<file path="config.mk">
export PLATFORM = sky130hd
export DESIGN_NAME = mrpt_datapath
export DESIGN_NICKNAME = d
export VERILOG_FILES = /design/src/hw/rtl/mrpt_pkg.sv /design/src/hw/rtl/mrpt_datapath.sv
export SDC_FILE = /design/constraint.sdc
export NUM_CORES = 2
export LEC_CHECK = 0
export BUFFER_PORTS_ARGS = -buffer_cell sky130_fd_sc_hd__buf_4
export CORE_MARGIN = 4
export CORE_UTILIZATION = 30
export CTS_BUF_LIST = sky130_fd_sc_hd__clkbuf_16
export CTS_CLUSTER_SIZE = 12
export DETAILED_ROUTE_END_ITERATION = 10
export HOLD_SLACK_MARGIN = 0.1
export SETUP_SLACK_MARGIN = 0.2
export SYNTH_ARGS = -nofsm -noshare
export SYNTH_HDL_FRONTEND = slang
export SYNTH_SLANG_ARGS = --single-unit
</file>
<file path="constraint.sdc">
create_clock -name clk_i -period 17.9 [get_ports clk_i]
set_clock_uncertainty 0.1 [all_clocks]
set_input_delay 0.895 -clock clk_i [delete_from_list [all_inputs] [get_ports clk_i]]
set_output_delay 0.895 -clock clk_i [all_outputs]
set_load 0.03 [all_outputs]
</file>
<file path="src/hw/rtl/mrpt_pkg.sv">
// ----------------------------------------------------------------------------
// mrpt_pkg: shared types and constants for the Miller-Rabin primality tester
// Base table, controller states and the command/status structs.
// ----------------------------------------------------------------------------
package mrpt_pkg;

  localparam int unsigned NumBitsDef  = 64;
  localparam int unsigned NumBasesDef = 12;
  localparam int unsigned BaseTblLen  = 12;
  localparam int unsigned BaseW       = 6;

  // Witness bases, first NUM_BASES of them are used
  function automatic logic [BaseW-1:0] base_at(input logic [3:0] idx);
    logic [BaseW-1:0] b;
    begin
      case (idx)
        4'd0:    b = 6'd2;
        4'd1:    b = 6'd3;
        4'd2:    b = 6'd5;
        4'd3:    b = 6'd7;
        4'd4:    b = 6'd11;
        4'd5:    b = 6'd13;
        4'd6:    b = 6'd17;
        4'd7:    b = 6'd19;
        4'd8:    b = 6'd23;
        4'd9:    b = 6'd29;
        4'd10:   b = 6'd31;
        4'd11:   b = 6'd37;
        default: b = 6'd2;
      endcase
      return b;
    end
  endfunction

  // Datapath operations
  typedef enum logic [3:0] {
    OP_NONE,
    OP_LOAD,      // capture candidate, clear base index
    OP_MODSTART,  // start remainder n mod a, set d = n-1 and r = 0
    OP_MODSTEP,   // one bit of n mod a
    OP_SHIFTD,    // d >>= 1, r++
    OP_POWINIT,   // x = 1, y = a, e = d
    OP_YREDUCE,   // y -= n, brings a base above n back below n
    OP_MULSTART,  // start product (x*y or y*y or x*x)
    OP_MULSTEP,   // one bit of a shift-and-add product
    OP_MULDONE,   // write product result back
    OP_EXPSHIFT,  // e >>= 1
    OP_SQSTART,   // unused; squaring starts via OP_MULSTART with MSEL_X_X
    OP_NEXTBASE   // advance base index
  } mrpt_op_e;

  typedef enum logic [1:0] {
    MSEL_ACC_Y,
    MSEL_Y_Y,
    MSEL_X_X
  } mrpt_msel_e;

  typedef struct packed {
    mrpt_op_e   op;
    mrpt_msel_e msel;
    logic       sq_inc;
  } mrpt_cmd_t;

  typedef struct packed {
    logic below2;      // n < 2
    logic mod_done;    // remainder finished
    logic mod_zero;    // n mod a == 0
    logic n_eq_a;      // n == a
    logic d_even;      // d even and nonzero, r < bits
    logic y_ge_n;      // y not yet below n
    logic mul_done;    // product finished
    logic e_zero;      // exponent exhausted
    logic e_lsb;       // exponent low bit
    logic x_one;       // x == 1
    logic x_nm1;       // x == n-1
    logic sq_more;     // k < r
    logic last_base;   // base index is the last one
  } mrpt_sts_t;

  typedef enum logic [4:0] {
    ST_IDLE,
    ST_LOAD,
    ST_CHK,
    ST_MOD,
    ST_MODCHK,
    ST_DSPLIT,
    ST_POWINIT,
    ST_YRED,
    ST_PEXP,
    ST_PMUL_A,
    ST_PMUL_A_RUN,
    ST_PMUL_B,
    ST_PMUL_B_RUN,
    ST_PSHIFT,
    ST_XCHK,
    ST_SQ,
    ST_SQ_RUN,
    ST_SQCHK,
    ST_PASS,
    ST_OUT_T,
    ST_OUT_F
  } mrpt_state_e;

endpackage

</file>
<file path="src/hw/rtl/mrpt_datapath.sv">
// ----------------------------------------------------------------------------
// mrpt_datapath: operand registers and bit-serial arithmetic
// Holds n, d, r, x, y, e; bit-serial remainder and modular product units.
// ----------------------------------------------------------------------------
module mrpt_datapath #(
  parameter int unsigned NumBits  = mrpt_pkg::NumBitsDef,
  parameter int unsigned NumBases = mrpt_pkg::NumBasesDef
) (
  input  logic                clk_i,
  input  logic                rst_ni,
  input  logic [NumBits-1:0]  cand_i,
  input  mrpt_pkg::mrpt_cmd_t cmd_i,
  output mrpt_pkg::mrpt_sts_t sts_o
);
  import mrpt_pkg::*;

  localparam int unsigned CntW = $clog2(NumBits + 1);
  localparam int unsigned IdxW = $clog2(NumBits);

  logic [NumBits-1:0] n_q, d_q, x_q, y_q, e_q;
  logic [CntW-1:0]    r_q, k_q, bit_q;
  logic [3:0]         bidx_q;
  logic [BaseW-1:0]   rem_q;
  logic [NumBits-1:0] macc_q, mx_q, my_q;
  logic               busy_q;

  logic [BaseW-1:0]   base_w;
  logic [NumBits-1:0] base_ext, nm1;
  logic [IdxW-1:0]    nbit_idx;
  logic [BaseW:0]     rem_sh;
  logic [NumBits:0]   sum_a, sum_x;
  logic [NumBits-1:0] madd, mdbl;

  assign base_w   = base_at(bidx_q);
  assign base_ext = NumBits'(base_w);
  assign nm1      = n_q - NumBits'(1);

  // Next remainder bit: rem = 2*rem + n[bit], minus a if it reaches a
  assign nbit_idx = IdxW'(bit_q - CntW'(1));
  assign rem_sh   = {rem_q, n_q[nbit_idx]};

  // Modular add helpers (operands already below n)
  assign sum_a = {1'b0, macc_q} + {1'b0, mx_q};
  assign sum_x = {1'b0, mx_q} + {1'b0, mx_q};
  assign madd  = (sum_a >= {1'b0, n_q}) ? NumBits'(sum_a - {1'b0, n_q}) : sum_a[NumBits-1:0];
  assign mdbl  = (sum_x >= {1'b0, n_q}) ? NumBits'(sum_x - {1'b0, n_q}) : sum_x[NumBits-1:0];

  // Register updates driven by the controller's command
  always_ff @(posedge clk_i or negedge rst_ni) begin
    if (!rst_ni) begin
      busy_q <= 1'b0;
      bidx_q <= '0;
      bit_q  <= '0;
      r_q    <= '0;
      k_q    <= '0;
    end else begin
      case (cmd_i.op)
        OP_LOAD: begin
          n_q    <= cand_i;
          bidx_q <= '0;
        end
        OP_MODSTART: begin
          rem_q  <= '0;
          bit_q  <= CntW'(NumBits);
          busy_q <= 1'b1;
          d_q    <= nm1;
          r_q    <= '0;
        end
        OP_MODSTEP: begin
          rem_q <= (rem_sh >= {1'b0, base_w}) ? BaseW'(rem_sh - {1'b0, base_w})
                                              : rem_sh[BaseW-1:0];
          bit_q <= bit_q - CntW'(1);
          if (bit_q == CntW'(1)) busy_q <= 1'b0;
        end
        OP_SHIFTD: begin
          d_q <= d_q >> 1;
          r_q <= r_q + CntW'(1);
        end
        OP_POWINIT: begin
          x_q <= (n_q == NumBits'(1)) ? '0 : NumBits'(1);
          y_q <= base_ext;
          e_q <= d_q;
          k_q <= CntW'(1);
        end
        // Base above a small n: subtract n until it is below n
        OP_YREDUCE: y_q <= y_q - n_q;
        OP_MULSTART: begin
          macc_q <= '0;
          bit_q  <= CntW'(NumBits);
          busy_q <= 1'b1;
          case (cmd_i.msel)
            MSEL_ACC_Y: begin mx_q <= x_q; my_q <= y_q; end
            MSEL_Y_Y:   begin mx_q <= y_q; my_q <= y_q; end
            default:    begin mx_q <= x_q; my_q <= x_q; end
          endcase
        end
        OP_MULSTEP: begin
          if (my_q[0]) macc_q <= madd;
          mx_q  <= mdbl;
          my_q  <= my_q >> 1;
          bit_q <= bit_q - CntW'(1);
          if (bit_q == CntW'(1)) busy_q <= 1'b0;
        end
        OP_MULDONE: begin
          if (cmd_i.msel == MSEL_Y_Y) y_q <= macc_q;
          else x_q <= macc_q;
          if (cmd_i.sq_inc) k_q <= k_q + CntW'(1);
        end
        OP_EXPSHIFT: e_q <= e_q >> 1;
        OP_NEXTBASE: bidx_q <= bidx_q + 4'd1;
        default: ;
      endcase
    end
  end

  // Status back to the controller
  always_comb begin
    sts_o.below2    = (n_q < NumBits'(2));
    sts_o.mod_done  = !busy_q;
    sts_o.mod_zero  = (rem_q == '0);
    sts_o.n_eq_a    = (n_q == base_ext);
    sts_o.d_even    = (d_q != '0) && !d_q[0] && (r_q < CntW'(NumBits));
    sts_o.y_ge_n    = (y_q >= n_q);
    sts_o.mul_done  = !busy_q;
    sts_o.e_zero    = (e_q == '0);
    sts_o.e_lsb     = e_q[0];
    sts_o.x_one     = (x_q == NumBits'(1));
    sts_o.x_nm1     = (x_q == nm1);
    sts_o.sq_more   = (k_q < r_q);
    sts_o.last_base = (bidx_q == 4'(NumBases - 1));
  end

endmodule

</file>
==> summary by stage <==
Placement
The setup slack at placement is 10.16 ns. Port buffering added 85 buffers. At the end of routability-driven placement, the weighted congestion stood at 0.979.

The sum of net half-perimeters after detailed placement is 122000 µm.

Worst setup path
The setup slack of the most critical reg-to-reg path is 10.14 ns. The worst-case reg-to-reg path depth is 24. In this run the critical register-to-register path is captured at macc_q[59]. The type of element capturing the critical path is a register.

The startpoint-to-endpoint class of the critical path is register to register. The startpoint identified for the worst register-to-register timing path is mx_q[0]. The element type at the critical path start is a register. The data arrival time of the worst path is 8.06 ns. The required time at the worst-slack endpoint is 18.20 ns. The highest net fanout along the worst path is 56.

STA
The slew at the pin closest to its max-slew limit is 1.09 ns. The maximum operating frequency is 129 MHz. Setup repair after global routing left no endpoint under its margin.

The final count of hold timing violations was 0. Setup total negative slack on the finished layout was measured at 0 ns. The final-report max-slew violation count was 0.

The final count of negative-setup-slack endpoints is 0. The worst max-slew margin expressed relative to the limit is 0.266. Counting I/O delays and the setup requirement, the final critical path takes 7.76 ns.

In the finished design, the share of the clock period the worst path needs comes to 0.433. Setup slack closes at 10.14 ns. The final hold slack is 0.308 ns.

Synth
The number of enable flip-flop cells after synthesis is 518. Yosys printed 0 warnings. The most common flop cell mapped by yosys is edfxtp_1.

The async set or reset register ratio after synthesis is 0.0478. Synthesis produced a netlist with a net count of 5014. Of the post-synthesis cell area, the dominant cell type holds 0.361. Sorting the synthesized cells by area gives the leading types as edfxtp_1 (36%), ha_1 (8.1%), xnor2_1 (4.6%). The sequential element share of the synthesized area is 0.377. The cell accounting for the most synthesized area is edfxtp_1. The count of state elements after synthesis is 544. The synthesized cell area is 43000 µm². The cell count after synthesis is 4656. The post-synthesis average cell area is 9.24 µm². After synthesis, the netlist uses 91 different library cells.

CTS
Clock-pin slew was measured on the worst setup and hold paths at 0.07 ns. The number of clock sinks seen by CTS is 544. The H-tree was split into 2 levels.

The longest clock path from root to sink contains 3 buffers. The post-CTS setup buffer count is 0. The source-to-sink clock delay at the later pin of the worst-skew pair is 0.66 ns. TritonCTS built the clock tree. The buffer type at the clock tree root is clkbuf_16. The TritonCTS buffer count is 60.

Power and ir drop
In this run the static leakage power is 0.0183 µW. Of the total power, the share spent switching nets is 0.295. Of the total power, registers draw 0.423. The power density over the cells is 73.3 nW/µm².

For this design the total switching power over the nets is 1030 µW. The share of total power in the clock network is 0.365. The internal portion of the total power is 2460 µW. The share of total power dissipated in combinational logic is 0.211.

The worst vdd rail ir drop is 0.0750 mV.

Detailed routing
The remaining antenna violation count after routing is 0. The number of vias per cell after detailed routing is 5.61. The total number of vias is 36.7k. The DRC violation total after the first TritonRoute iteration is 3688. For this run, design rule violations remaining after detail routing come to 0. Wires add up to 153000 µm. The length of the first detailed-routing pass in iterations is 6. Dividing the detail-routed wire length by the instance count gives 23.4 µm.

GRT
The global routing usage on met1 is 0.276. For this run, global-route usage on met2 was measured as 0.296. Summed over all layers, the global routing overflow is 0. The total track usage is 0.195. The number of global-route vias before repair is 34.6k.

The first global-routing pass estimated 224000 µm of wire. After global routing, the most crowded layer is met2. The initial antenna violation count is 1. For met3 alone, demand over resource in global routing was 0.0219. The maximum number of pins on one net before global-route repair is 99.

Floorplanning
In this run the core area contains 138 standard-cell rows. The initial core utilization is 0.303. In this run the count of I/O pins placed on the die edge is 86. The die extent in x is 387 µm. From bottom edge to top edge, the die measures 387 µm. The die area is 150000 µm². The area of the placeable core is 142000 µm².

Hold path
In this run the worst hold path is classified as input port to register. Along the worst hold path, the cell count comes to 1. For hold timing, the worst endpoint is n_q[0]. The startpoint of the tightest hold check path is cand_i[0].

Layout
The multi-input combinational cells in the finished layout cover a total of 25400 µm². Counting the fill cells in the layout gives 14.6k. Of the cells placed in the final design, the portion with a size suffix greater than 1 is 0.0758. The total area of sequential cells is 16200 µm².

Measured on the finished design, the core utilization comes to 0.334. The final layout contains 4960 nets. The layout overhead on the synthesized area is 10.4%.

Status
The run finished with clean final reports.

Run
Across the run, the number of max-cap violations was 0.
## cells in the final DEF (no fill, tap or decap), types with 50 or more instances in the layout
| master | n |
|---|---|
| edfxtp_1 | 518 |
| nand2_1 | 434 |
| a21oi_1 | 397 |
| nor2_1 | 324 |
| o21ai_0 | 323 |
| ha_1 | 280 |
| a21o_1 | 227 |
| xnor2_1 | 227 |
| inv_1 | 180 |
| mux2i_1 | 163 |
| xor2_1 | 132 |
| buf_4 | 120 |
| nand4_1 | 112 |
| nand3_1 | 86 |
| nor4_1 | 84 |
| nor3_1 | 83 |
| and2_1 | 79 |
| mux2_2 | 65 |
| clkbuf_16 | 63 |
| o211ai_1 | 55 |
| o21bai_1 | 53 |
| a31oi_1 | 50 |
## through the flow
step	instances	area (µm²)	total power (µW)
2_1_floorplan	4656	43000	1990
6_report	6538	47500	3480
5_1_grt	6536	47500	3620
3_3_place_gp	6429	45500	2220
3_5_place_dp	6429	45500	2230
4_1_cts	6536	47500	3500
## logic make-up after synthesis
logic type,Yosys count,synth area share
flops,544,0.377
compound gates,1377,0.201
fa+ha+maj,285,0.0837
simple gates,1435,0.164
buf+inv,406,0.0359
mux,249,0.0659
xor+xnor,360,0.0734
## power by group through the flow
stage	Clock [µW]	Combinational, µW	Sequential (µW)
after floorplan	0	512	1480
after global placement	0	724	1500
after detailed placement	0	727	1500
after CTS	1290	730	1470
after global routing	1350	794	1480
final	1270	736	1470
## Yosys cell counts (29+ instances only)
library cell,instances
a21o_1,227
nand2b_1,33
nand2_1,437
mux2i_1,163
a21oi_1,397
o211ai_1,55
o21bai_1,53
a211oi_1,50
nor4_1,85
xor2_1,132
and3_1,44
nand3_1,86
nand4_1,112
nor2b_1,51
nor2_1,327
edfxtp_1,518
mux2_2,65
clkbuf_1,220
inv_1,168
and2_1,79
o21a_1,29
o21ai_0,323
a31oi_1,50
nor3_1,86
xnor2_1,227
or3_1,31
ha_1,280
## flip-flops by register name (all words and copies together), names as in the netlist
signal and flops:
bidx_q 4, bit_q 7, busy_q 1, d_q 64, e_q 64, k_q 7
macc_q 64, mx_q 64, my_q 64, n_q 64, r_q 7, rem_q 6
x_q 64, y_q 64
## routing by layer
layer  wire, µm  part of all wire
met5          0                 0
met4       8080             0.053
met3       9930             0.065
met2      66000              0.43
met1      68800              0.45
## cell type report
class | count | area share
antenna | 2 | 0.000105
clock buffer | 63 | 0.0332
clock inverter | 43 | 0.00811
inverter | 169 | 0.0134
multi-input combinational | 3706 | 0.535
sequential | 544 | 0.341
tap | 1890 | 0.0498
timing repair buffer | 121 | 0.0192
## worst max-delay path by stage
| stage | start | endpoint | slack, ns | cells after the start |
|---|---|---|---|---|
| finish | mx_q[0] | macc_q[59] | 10.14 | 24 |
| global route | mx_q[0] | macc_q[59] | 9.64 | 24 |
| CTS | mx_q[0] | macc_q[59] | 10.14 | 24 |
| detailed placement | mx_q[0] | macc_q[59] | 10.16 | 24 |
| global placement | mx_q[0] | macc_q[59] | 10.35 | 24 |
| floorplan | cmd_i[4] | mx_q[0] | 5.89 | 5 |
## critical path: stages (launching register included)
cell and delay (ns):
edfxtp_1 0.45, ha_1 0.26, fa_1 0.44, a211oi_1 0.26, nor2_1 0.13, o211ai_1 0.26
a21oi_1 0.15, o2111ai_1 0.47, a21oi_1 0.13, o2bb2ai_1 0.34, o21ai_0 0.20, xor2_1 0.19
ha_1 0.39, nand2_1 0.10, nor4_1 0.29, and3_1 0.23, o2111ai_1 0.12, o221a_2 0.27
nand2_1 0.16, a21oi_1 0.13, o31ai_1 0.76, a221o_2 0.45, buf_4 0.65, nor2_1 0.25
a22o_1 0.30
## what timing repair did
item,CTS,global route
gates resized for setup,0,0
hold endpoints to repair,26,0
hold buffers,1,0
Power figures use the tool's default switching activity.
